File: config.mk
export PLATFORM = sky130hd
export DESIGN_NAME = sorted_timer_queue_unit
export DESIGN_NICKNAME = d
export VERILOG_FILES = /design/src/design/stq_pkg.sv /design/src/design/stq_store.sv /design/src/design/sorted_timer_queue_unit.sv
export SDC_FILE = /design/constraint.sdc
export NUM_CORES = 1
export LEC_CHECK = 0
export ABC_AREA = 1
export BUFFER_PORTS_ARGS = -buffer_cell sky130_fd_sc_hd__buf_2
export CORE_MARGIN = 2
export CORE_UTILIZATION = 45
export DETAILED_ROUTE_END_ITERATION = 8
export PLACE_DENSITY = 0.69
export SYNTH_ARGS = -nofsm -noshare
export SYNTH_HDL_FRONTEND = slang
export SYNTH_SLANG_ARGS = --single-unit
File: constraint.sdc
create_clock -name clk -period 4.1 [get_ports clk]
set_input_delay 0.41 -clock clk [delete_from_list [all_inputs] [get_ports clk]]
set_output_delay 0.41 -clock clk [all_outputs]
set_load 0.1 [all_outputs]
File: src/design/stq_pkg.sv
// Shared constants and types for the sorted timer queue.
package stq_pkg;

    localparam int DEPTH_DEF      = 16;
    localparam int TIME_WIDTH_DEF = 32;
    localparam int ID_WIDTH_DEF   = 8;

    localparam int ACTION_W    = 2;
    localparam int ID_PORT_W   = 8;
    localparam int TIME_PORT_W = 32;
    localparam int STATUS_W    = 3;

    typedef logic [ACTION_W-1:0] action_t;
    typedef logic [STATUS_W-1:0] status_t;

    localparam action_t ACT_ADD    = 2'd0;
    localparam action_t ACT_ADJUST = 2'd1;
    localparam action_t ACT_DELETE = 2'd2;
    localparam action_t ACT_TICK   = 2'd3;

    localparam status_t ST_DONE     = 3'd0;
    localparam status_t ST_EXPIRED  = 3'd1;
    localparam status_t ST_NONE     = 3'd2;
    localparam status_t ST_FULL     = 3'd3;
    localparam status_t ST_NOTFOUND = 3'd4;
    localparam status_t ST_DUP      = 3'd5;

endpackage

File: src/design/stq_store.sv
// Timer store memory: one write port and one registered read port.
module stq_store #(
    parameter int DEPTH      = stq_pkg::DEPTH_DEF,
    parameter int TIME_WIDTH = stq_pkg::TIME_WIDTH_DEF,
    parameter int ID_WIDTH   = stq_pkg::ID_WIDTH_DEF,
    localparam int IDX_W     = (DEPTH > 1) ? $clog2(DEPTH) : 1
) (
    input  logic                  clk,
    input  logic                  we,
    input  logic [IDX_W-1:0]      waddr,
    input  logic [TIME_WIDTH-1:0] wexp,
    input  logic [ID_WIDTH-1:0]   wid,
    input  logic [IDX_W-1:0]      raddr,
    output logic [TIME_WIDTH-1:0] rexp,
    output logic [ID_WIDTH-1:0]   rid
);

    logic [TIME_WIDTH-1:0] exp_mem [DEPTH];
    logic [ID_WIDTH-1:0]   id_mem  [DEPTH];

    always_ff @(posedge clk)
    begin
        if (we)
        begin
            exp_mem[waddr] <= wexp;
            id_mem[waddr]  <= wid;
        end
    end

    always_ff @(posedge clk)
    begin
        rexp <= exp_mem[raddr];
        rid  <= id_mem[raddr];
    end

endmodule

File: src/design/sorted_timer_queue_unit.sv
// Top level of the sorted timer queue: request sequencer, shared comparator and store.
//
// A transaction is taken at a rising edge where start is high and busy is low; the
// fields action, timer_id, new_expire and current_time are sampled there. busy stays
// high until the request is finished. Results appear on result_id, status and last for
// exactly one cycle, marked by result_valid; the receiver cannot stall them.
// Add, adjust and delete give one result; tick gives one result per expired timer,
// with last set on the final one, or a single none-expired result.
// All work goes through the store's single registered read port under a small
// sequencer. The id search reads and compares each entry up to and including the
// match; removal moves every entry behind the removed one up by one place, and
// insertion moves every entry with a later expiry back by one place. A tick removes
// expired timers from the head one at a time, then checks the new head, if any,
// before its final result; every result passes through the result register.
// Reset clears the occupancy, the sequencer and the result valid flag only; the store
// needs no clearing pass, since only entries below the occupancy are ever used. The next
// transaction may be started in the cycle in which the final result is shown.
module sorted_timer_queue_unit #(
    parameter int DEPTH      = stq_pkg::DEPTH_DEF,
    parameter int TIME_WIDTH = stq_pkg::TIME_WIDTH_DEF,
    parameter int ID_WIDTH   = stq_pkg::ID_WIDTH_DEF
) (
    input  logic                             clk,
    input  logic                             rst_n,
    input  logic                             start,
    input  logic [stq_pkg::ACTION_W-1:0]     action,
    input  logic [stq_pkg::ID_PORT_W-1:0]    timer_id,
    input  logic [stq_pkg::TIME_PORT_W-1:0]  new_expire,
    input  logic [stq_pkg::TIME_PORT_W-1:0]  current_time,
    output logic                             busy,
    output logic                             result_valid,
    output logic [stq_pkg::ID_PORT_W-1:0]    result_id,
    output logic [stq_pkg::STATUS_W-1:0]     status,
    output logic                             last
);

    localparam int IDX_W = (DEPTH > 1) ? $clog2(DEPTH) : 1;
    localparam int CNT_W = $clog2(DEPTH + 1);

    localparam logic [2:0] S_IDLE     = 3'd0;
    localparam logic [2:0] S_FIND_RD  = 3'd1;
    localparam logic [2:0] S_FIND_CMP = 3'd2;
    localparam logic [2:0] S_REM_RD   = 3'd3;
    localparam logic [2:0] S_REM_WR   = 3'd4;
    localparam logic [2:0] S_INS_RD   = 3'd5;
    localparam logic [2:0] S_INS_CMP  = 3'd6;
    localparam logic [2:0] S_TICK_RD  = 3'd7;

    logic [2:0]            state_reg, state_next;
    logic [CNT_W-1:0]      occ_reg, occ_next;
    logic [CNT_W-1:0]      idx_reg, idx_next;
    stq_pkg::action_t      act_reg, act_next;
    logic [ID_WIDTH-1:0]   id_reg, id_next;
    logic [TIME_WIDTH-1:0] key_reg, key_next;
    logic [ID_WIDTH-1:0]   pend_id_reg, pend_id_next;
    logic                  pend_vld_reg, pend_vld_next;
    logic                  tick_cmp_reg, tick_cmp_next;

    logic                  out_vld_reg, out_vld_next;
    logic [ID_WIDTH-1:0]   out_id_reg, out_id_next;
    stq_pkg::status_t      out_st_reg, out_st_next;
    logic                  out_last_reg, out_last_next;

    logic                  we;
    logic [IDX_W-1:0]      waddr;
    logic [TIME_WIDTH-1:0] wexp;
    logic [ID_WIDTH-1:0]   wid;
    logic [IDX_W-1:0]      raddr;
    logic [TIME_WIDTH-1:0] rd_exp;
    logic [ID_WIDTH-1:0]   rd_id;

    logic                  exp_le;
    logic [CNT_W-1:0]      idx_inc;
    logic [CNT_W-1:0]      idx_dec;

    stq_store #(
        .DEPTH      (DEPTH),
        .TIME_WIDTH (TIME_WIDTH),
        .ID_WIDTH   (ID_WIDTH)
    ) u_store (
        .clk   (clk),
        .we    (we),
        .waddr (waddr),
        .wexp  (wexp),
        .wid   (wid),
        .raddr (raddr),
        .rexp  (rd_exp),
        .rid   (rd_id)
    );

    assign exp_le  = (rd_exp <= key_reg);
    assign idx_inc = idx_reg + CNT_W'(1);
    assign idx_dec = idx_reg - CNT_W'(1);

    always_comb
    begin
        state_next    = state_reg;
        occ_next      = occ_reg;
        idx_next      = idx_reg;
        act_next      = act_reg;
        id_next       = id_reg;
        key_next      = key_reg;
        pend_id_next  = pend_id_reg;
        pend_vld_next = pend_vld_reg;
        tick_cmp_next = 1'b0;
        out_vld_next  = 1'b0;
        out_id_next   = out_id_reg;
        out_st_next   = out_st_reg;
        out_last_next = out_last_reg;
        we            = 1'b0;
        waddr         = idx_reg[IDX_W-1:0];
        wexp          = rd_exp;
        wid           = rd_id;
        raddr         = idx_reg[IDX_W-1:0];

        unique case (state_reg)
            S_IDLE:
            begin
                if (start)
                begin
                    act_next      = action;
                    id_next       = ID_WIDTH'(timer_id);
                    idx_next      = '0;
                    pend_vld_next = 1'b0;
                    if (action == stq_pkg::ACT_TICK)
                    begin
                        key_next   = TIME_WIDTH'(current_time);
                        state_next = S_TICK_RD;
                    end
                    else
                    begin
                        key_next   = TIME_WIDTH'(new_expire);
                        state_next = S_FIND_RD;
                    end
                end
            end

            S_FIND_RD:
            begin
                if (idx_reg == occ_reg)
                begin
                    if (act_reg != stq_pkg::ACT_ADD)
                    begin
                        out_vld_next  = 1'b1;
                        out_id_next   = id_reg;
                        out_st_next   = stq_pkg::ST_NOTFOUND;
                        out_last_next = 1'b1;
                        state_next    = S_IDLE;
                    end
                    else if (occ_reg == CNT_W'(DEPTH))
                    begin
                        out_vld_next  = 1'b1;
                        out_id_next   = id_reg;
                        out_st_next   = stq_pkg::ST_FULL;
                        out_last_next = 1'b1;
                        state_next    = S_IDLE;
                    end
                    else
                    begin
                        idx_next   = occ_reg;
                        state_next = S_INS_RD;
                    end
                end
                else
                begin
                    state_next = S_FIND_CMP;
                end
            end

            S_FIND_CMP:
            begin
                if (rd_id == id_reg)
                begin
                    if (act_reg == stq_pkg::ACT_ADD)
                    begin
                        out_vld_next  = 1'b1;
                        out_id_next   = id_reg;
                        out_st_next   = stq_pkg::ST_DUP;
                        out_last_next = 1'b1;
                        state_next    = S_IDLE;
                    end
                    else
                    begin
                        state_next = S_REM_RD;
                    end
                end
                else
                begin
                    idx_next   = idx_inc;
                    state_next = S_FIND_RD;
                end
            end

            S_REM_RD:
            begin
                raddr = idx_inc[IDX_W-1:0];
                if (idx_inc >= occ_reg)
                begin
                    occ_next = occ_reg - CNT_W'(1);
                    priority if (act_reg == stq_pkg::ACT_ADJUST)
                    begin
                        idx_next   = occ_reg - CNT_W'(1);
                        state_next = S_INS_RD;
                    end
                    else if (act_reg == stq_pkg::ACT_TICK)
                    begin
                        state_next = S_TICK_RD;
                    end
                    else
                    begin
                        out_vld_next  = 1'b1;
                        out_id_next   = id_reg;
                        out_st_next   = stq_pkg::ST_DONE;
                        out_last_next = 1'b1;
                        state_next    = S_IDLE;
                    end
                end
                else
                begin
                    state_next = S_REM_WR;
                end
            end

            S_REM_WR:
            begin
                we         = 1'b1;
                idx_next   = idx_inc;
                state_next = S_REM_RD;
            end

            S_INS_RD:
            begin
                raddr = idx_dec[IDX_W-1:0];
                if (idx_reg == '0)
                begin
                    we            = 1'b1;
                    wexp          = key_reg;
                    wid           = id_reg;
                    occ_next      = occ_reg + CNT_W'(1);
                    out_vld_next  = 1'b1;
                    out_id_next   = id_reg;
                    out_st_next   = stq_pkg::ST_DONE;
                    out_last_next = 1'b1;
                    state_next    = S_IDLE;
                end
                else
                begin
                    state_next = S_INS_CMP;
                end
            end

            S_INS_CMP:
            begin
                we = 1'b1;
                if (!exp_le)
                begin
                    idx_next   = idx_dec;
                    state_next = S_INS_RD;
                end
                else
                begin
                    wexp          = key_reg;
                    wid           = id_reg;
                    occ_next      = occ_reg + CNT_W'(1);
                    out_vld_next  = 1'b1;
                    out_id_next   = id_reg;
                    out_st_next   = stq_pkg::ST_DONE;
                    out_last_next = 1'b1;
                    state_next    = S_IDLE;
                end
            end

            S_TICK_RD:
            begin
                raddr = '0;
                if (tick_cmp_reg && exp_le)
                begin
                    if (pend_vld_reg)
                    begin
                        out_vld_next  = 1'b1;
                        out_id_next   = pend_id_reg;
                        out_st_next   = stq_pkg::ST_EXPIRED;
                        out_last_next = 1'b0;
                    end
                    pend_id_next  = rd_id;
                    pend_vld_next = 1'b1;
                    idx_next      = '0;
                    state_next    = S_REM_RD;
                end
                else if (tick_cmp_reg || occ_reg == '0)
                begin
                    out_vld_next  = 1'b1;
                    out_last_next = 1'b1;
                    if (pend_vld_reg)
                    begin
                        out_id_next = pend_id_reg;
                        out_st_next = stq_pkg::ST_EXPIRED;
                    end
                    else
                    begin
                        out_id_next = id_reg;
                        out_st_next = stq_pkg::ST_NONE;
                    end
                    state_next = S_IDLE;
                end
                else
                begin
                    tick_cmp_next = 1'b1;
                end
            end

            default:
            begin
                state_next = S_IDLE;
            end
        endcase
    end

    always_ff @(posedge clk or negedge rst_n)
    begin
        if (!rst_n)
        begin
            state_reg    <= S_IDLE;
            occ_reg      <= '0;
            pend_vld_reg <= 1'b0;
            tick_cmp_reg <= 1'b0;
            out_vld_reg  <= 1'b0;
        end
        else
        begin
            state_reg    <= state_next;
            occ_reg      <= occ_next;
            pend_vld_reg <= pend_vld_next;
            tick_cmp_reg <= tick_cmp_next;
            out_vld_reg  <= out_vld_next;
        end
    end

    always_ff @(posedge clk)
    begin
        idx_reg      <= idx_next;
        act_reg      <= act_next;
        id_reg       <= id_next;
        key_reg      <= key_next;
        pend_id_reg  <= pend_id_next;
        out_id_reg   <= out_id_next;
        out_st_reg   <= out_st_next;
        out_last_reg <= out_last_next;
    end

    assign busy         = (state_reg != S_IDLE);
    assign result_valid = out_vld_reg;
    assign result_id    = stq_pkg::ID_PORT_W'(out_id_reg);
    assign status       = out_st_reg;
    assign last         = out_last_reg;

endmodule
==> metrics <==
status completed; RSZ-0062 raised after global routing false; Die Area 73200 um^2; cells on worst reg2reg path 13; Placer Congestion 0.911; crit path kind flip-flop to flip-flop; Logic pwr share 0.431; Antenna Cells 0; YS warnings 0; Distinct cells, synth 43; number of flip-flops in the largest register 512; CTS sink count 758; DR vias 21500; worst-case clock buffer depth 3; post-route setup TNS 0 ns; first-pass iteration count of the detailed router 6; WP data arrival 3.96 ns; Vias/cell 5.90; ANT nets after route 0; # setup viols final 0; switching share of total power 0.418; Die X 271 um; first-pass GRT wire length 128000 um; Skew-Pair Late Insertion Delay 0.64 ns; Hold Vio Cnt, Final 0; DR DRC count 0; Least-Margin Pin Slew 1.19 ns; Reg2Reg Setup Slack 0.41 ns; Worst Path Buf+Inv 2; CTS resizes 0; Final HPWL DP 43400 um; P&R area growth vs syn 13.8%; most frequent cells in the layout edfxtp_1, nand2_1, o211ai_1; Main synth FF type edfxtp_1; fin nets 2768; syn_nets 2704; final worst-path cycle share 0.900; Largest Register u_store.exp_mem; VDD IR max 1.09 mV; Worst Hold Class primary input to flip-flop; cts hold-fix bufs 10; Crit path largest cell delay 0.51 ns; Max transition margin 0.209; critical path cell sequence inv_1 > ha_1 > nand4_1 > nor3_1 > nand2_1 > nor2_1 > nand4_1 > nand2_1 > nand2_2 > nand2_2 > buf_4 > nand2_1 > o21ai_1; P_leak 12.9 nW; Top Family by Delay on Critical Path simple AND/OR/NAND/NOR gates; wire length per cell 23.3 um; CP required 4.37 ns; share of power burned in registers 0.347; Slew Limit Fails 0; mapped cell area 32000 um^2; initial antenna violation count 0; mean post-synth cell area 12.4 um^2; root buffer cell clkbuf_16; cell area power density 887 nW/um^2; Total Routed Length 85200 um; Core Area 70100 um^2; Max FO, Critical Path 40; Initial Utilization 0.456; cell internal pwr 0.0188 W; Reg clk slew, reported paths 0.06 ns; I/O Buffers 90; Post-synth EDFFs 707; layout cells sized above 1 0.126; RR Startpoint key_reg[26]; H-tree levels 3; commonest non-fill, non-tap cell in the layout edfxtp_1; gate count of the mapped netlist 2582; CP endpoint u_store.id_mem[4][1]; Clock power frac 0.222; CTS tree yes; fin util 0.518; Rows 97; largest registers u_store.exp_mem (512), u_store.id_mem (128); most frequent CP cell nand2_1; Seq/Total Area, Yosys 0.698; crit path from key_reg[26]; Die Height 271 um; I/O pins 91; Tmin final 3.69 ns; P_sw 0.0135 W; Max Cap Viol 0; Worst setup SP type flip-flop; skew final 0.0411 ns; total congestion overflow 0; crit end category flip-flop; reg-to-reg endpoint u_store.id_mem[4][1]; Peak Freq 271 MHz; largest net degree at the start of global routing 161; Worst path depth 13; flop and latch count out of synthesis 758; CTS Buf Count 77; CP max stage cell o21ai_1; # Post-CTS Setup Buffers 0; GR Util All Layers 0.230; vias in the first global route 21100; initial drt markers 2480; async set-reset flop share out of synthesis 0.0145
==> how the worst min path moves through the flow <==
stage | startpoint | endpoint | slack [ns] | cells past startpoint
6_report | action[0] | act_reg[0] | 0.02 | 1
5_1_grt | action[0] | act_reg[0] | 0.009 | 1
4_1_cts | action[0] | act_reg[0] | 0.003 | 1
3_5_place_dp | rst_n | result_valid | 0.29 | 1
3_3_place_gp | rst_n | result_valid | 0.29 | 1
2_1_floorplan | rst_n | occ_reg[0] | 0.11 | 0
==> cells by family after synthesis <==
group | share of synthesized area
flip-flops | 0.698
AO/OA/AOI/OAI | 0.138
AND/OR/NAND/NOR | 0.0799
buffers and inverters | 0.0502
adder cells (fa/ha/maj) | 0.0176
multiplexers | 0.0119
XOR/XNOR | 0.00493
==> worst reg2reg max path, cell delays in order (launching register included) <==
cell,delay (ns)
edfxtp_1,0.35
inv_1,0.05
ha_1,0.29
nand4_1,0.18
nor3_1,0.39
nand2_1,0.09
nor2_1,0.21
nand4_1,0.18
nand2_1,0.33
nand2_2,0.10
nand2_2,0.08
buf_4,0.47
nand2_1,0.11
o21ai_1,0.51
==> cell usage after synthesis, types with 2 or more instances <==
master / count / share of area
xor2_1: 12 / 0.0033
o21ai_1: 15 / 0.0023
inv_2: 6 / 0.00070
mux2_2: 33 / 0.012
o21a_1: 2 / 0.00047
nor3_1: 7 / 0.0011
nor2_1: 49 / 0.0058
clkbuf_1: 118 / 0.014
buf_4: 3 / 0.00070
nand4_1: 9 / 0.0018
o211ai_1: 324 / 0.076
nand2_2: 3 / 0.00059
nand2_1: 389 / 0.046
buf_2: 34 / 0.0053
o22ai_1: 2 / 0.00039
dfrtp_1: 11 / 0.0086
ha_1: 45 / 0.018
a211oi_1: 2 / 0.00047
o21ai_0: 164 / 0.026
nand3_1: 150 / 0.023
dfxtp_1: 40 / 0.025
xnor2_1: 6 / 0.0016
buf_6: 2 / 0.00070
buf_1: 7 / 0.00082
or2_2: 3 / 0.00059
inv_1: 239 / 0.028
a21oi_1: 184 / 0.029
a21o_1: 2 / 0.00047
edfxtp_1: 707 / 0.66
==> layer usage <==
layer,track usage,share of wire
met5,0,0
met3,0.0560,0.11
met4,0.0769,0.030
met2,0.359,0.46
met1,0.317,0.40
==> metrics by stage <==
stage	area, um^2	total power, W	cells	hold WS, ns	setup slack (ns)
global placement	33600	0.0246	3497	0.293	0.510
finish	36400	0.0322	3651	0.0235	0.411
detailed placement	33600	0.0249	3497	0.292	0.326
global route	36400	0.0339	3651	0.00853	0.0141
floorplan	32000	0.0207	2582	0.114	-0.278
CTS	36400	0.0321	3651	0.00323	0.287
==> layout make-up <==
class                      count  area (um^2)
multi-input combinational   1415         8220
timing repair buffer         149         1110
inverter                     245          922
tap                          940         1180
clock buffer                 103         2220
sequential                   758        22300
clock inverter                41          413
fill                        5874        33800
==> power by group through the flow <==
stage / Sequential [W] / Combinational (W) / Clock [W]
final: 0.0112 / 0.0139 / 0.00716
after global routing: 0.0113 / 0.0151 / 0.00754
after CTS: 0.0112 / 0.0137 / 0.00723
after detailed placement: 0.0113 / 0.0136 / 0
after global placement: 0.0113 / 0.0133 / 0
after floorplan: 0.0116 / 0.00906 / 0
Power figures use the tool's default switching activity.
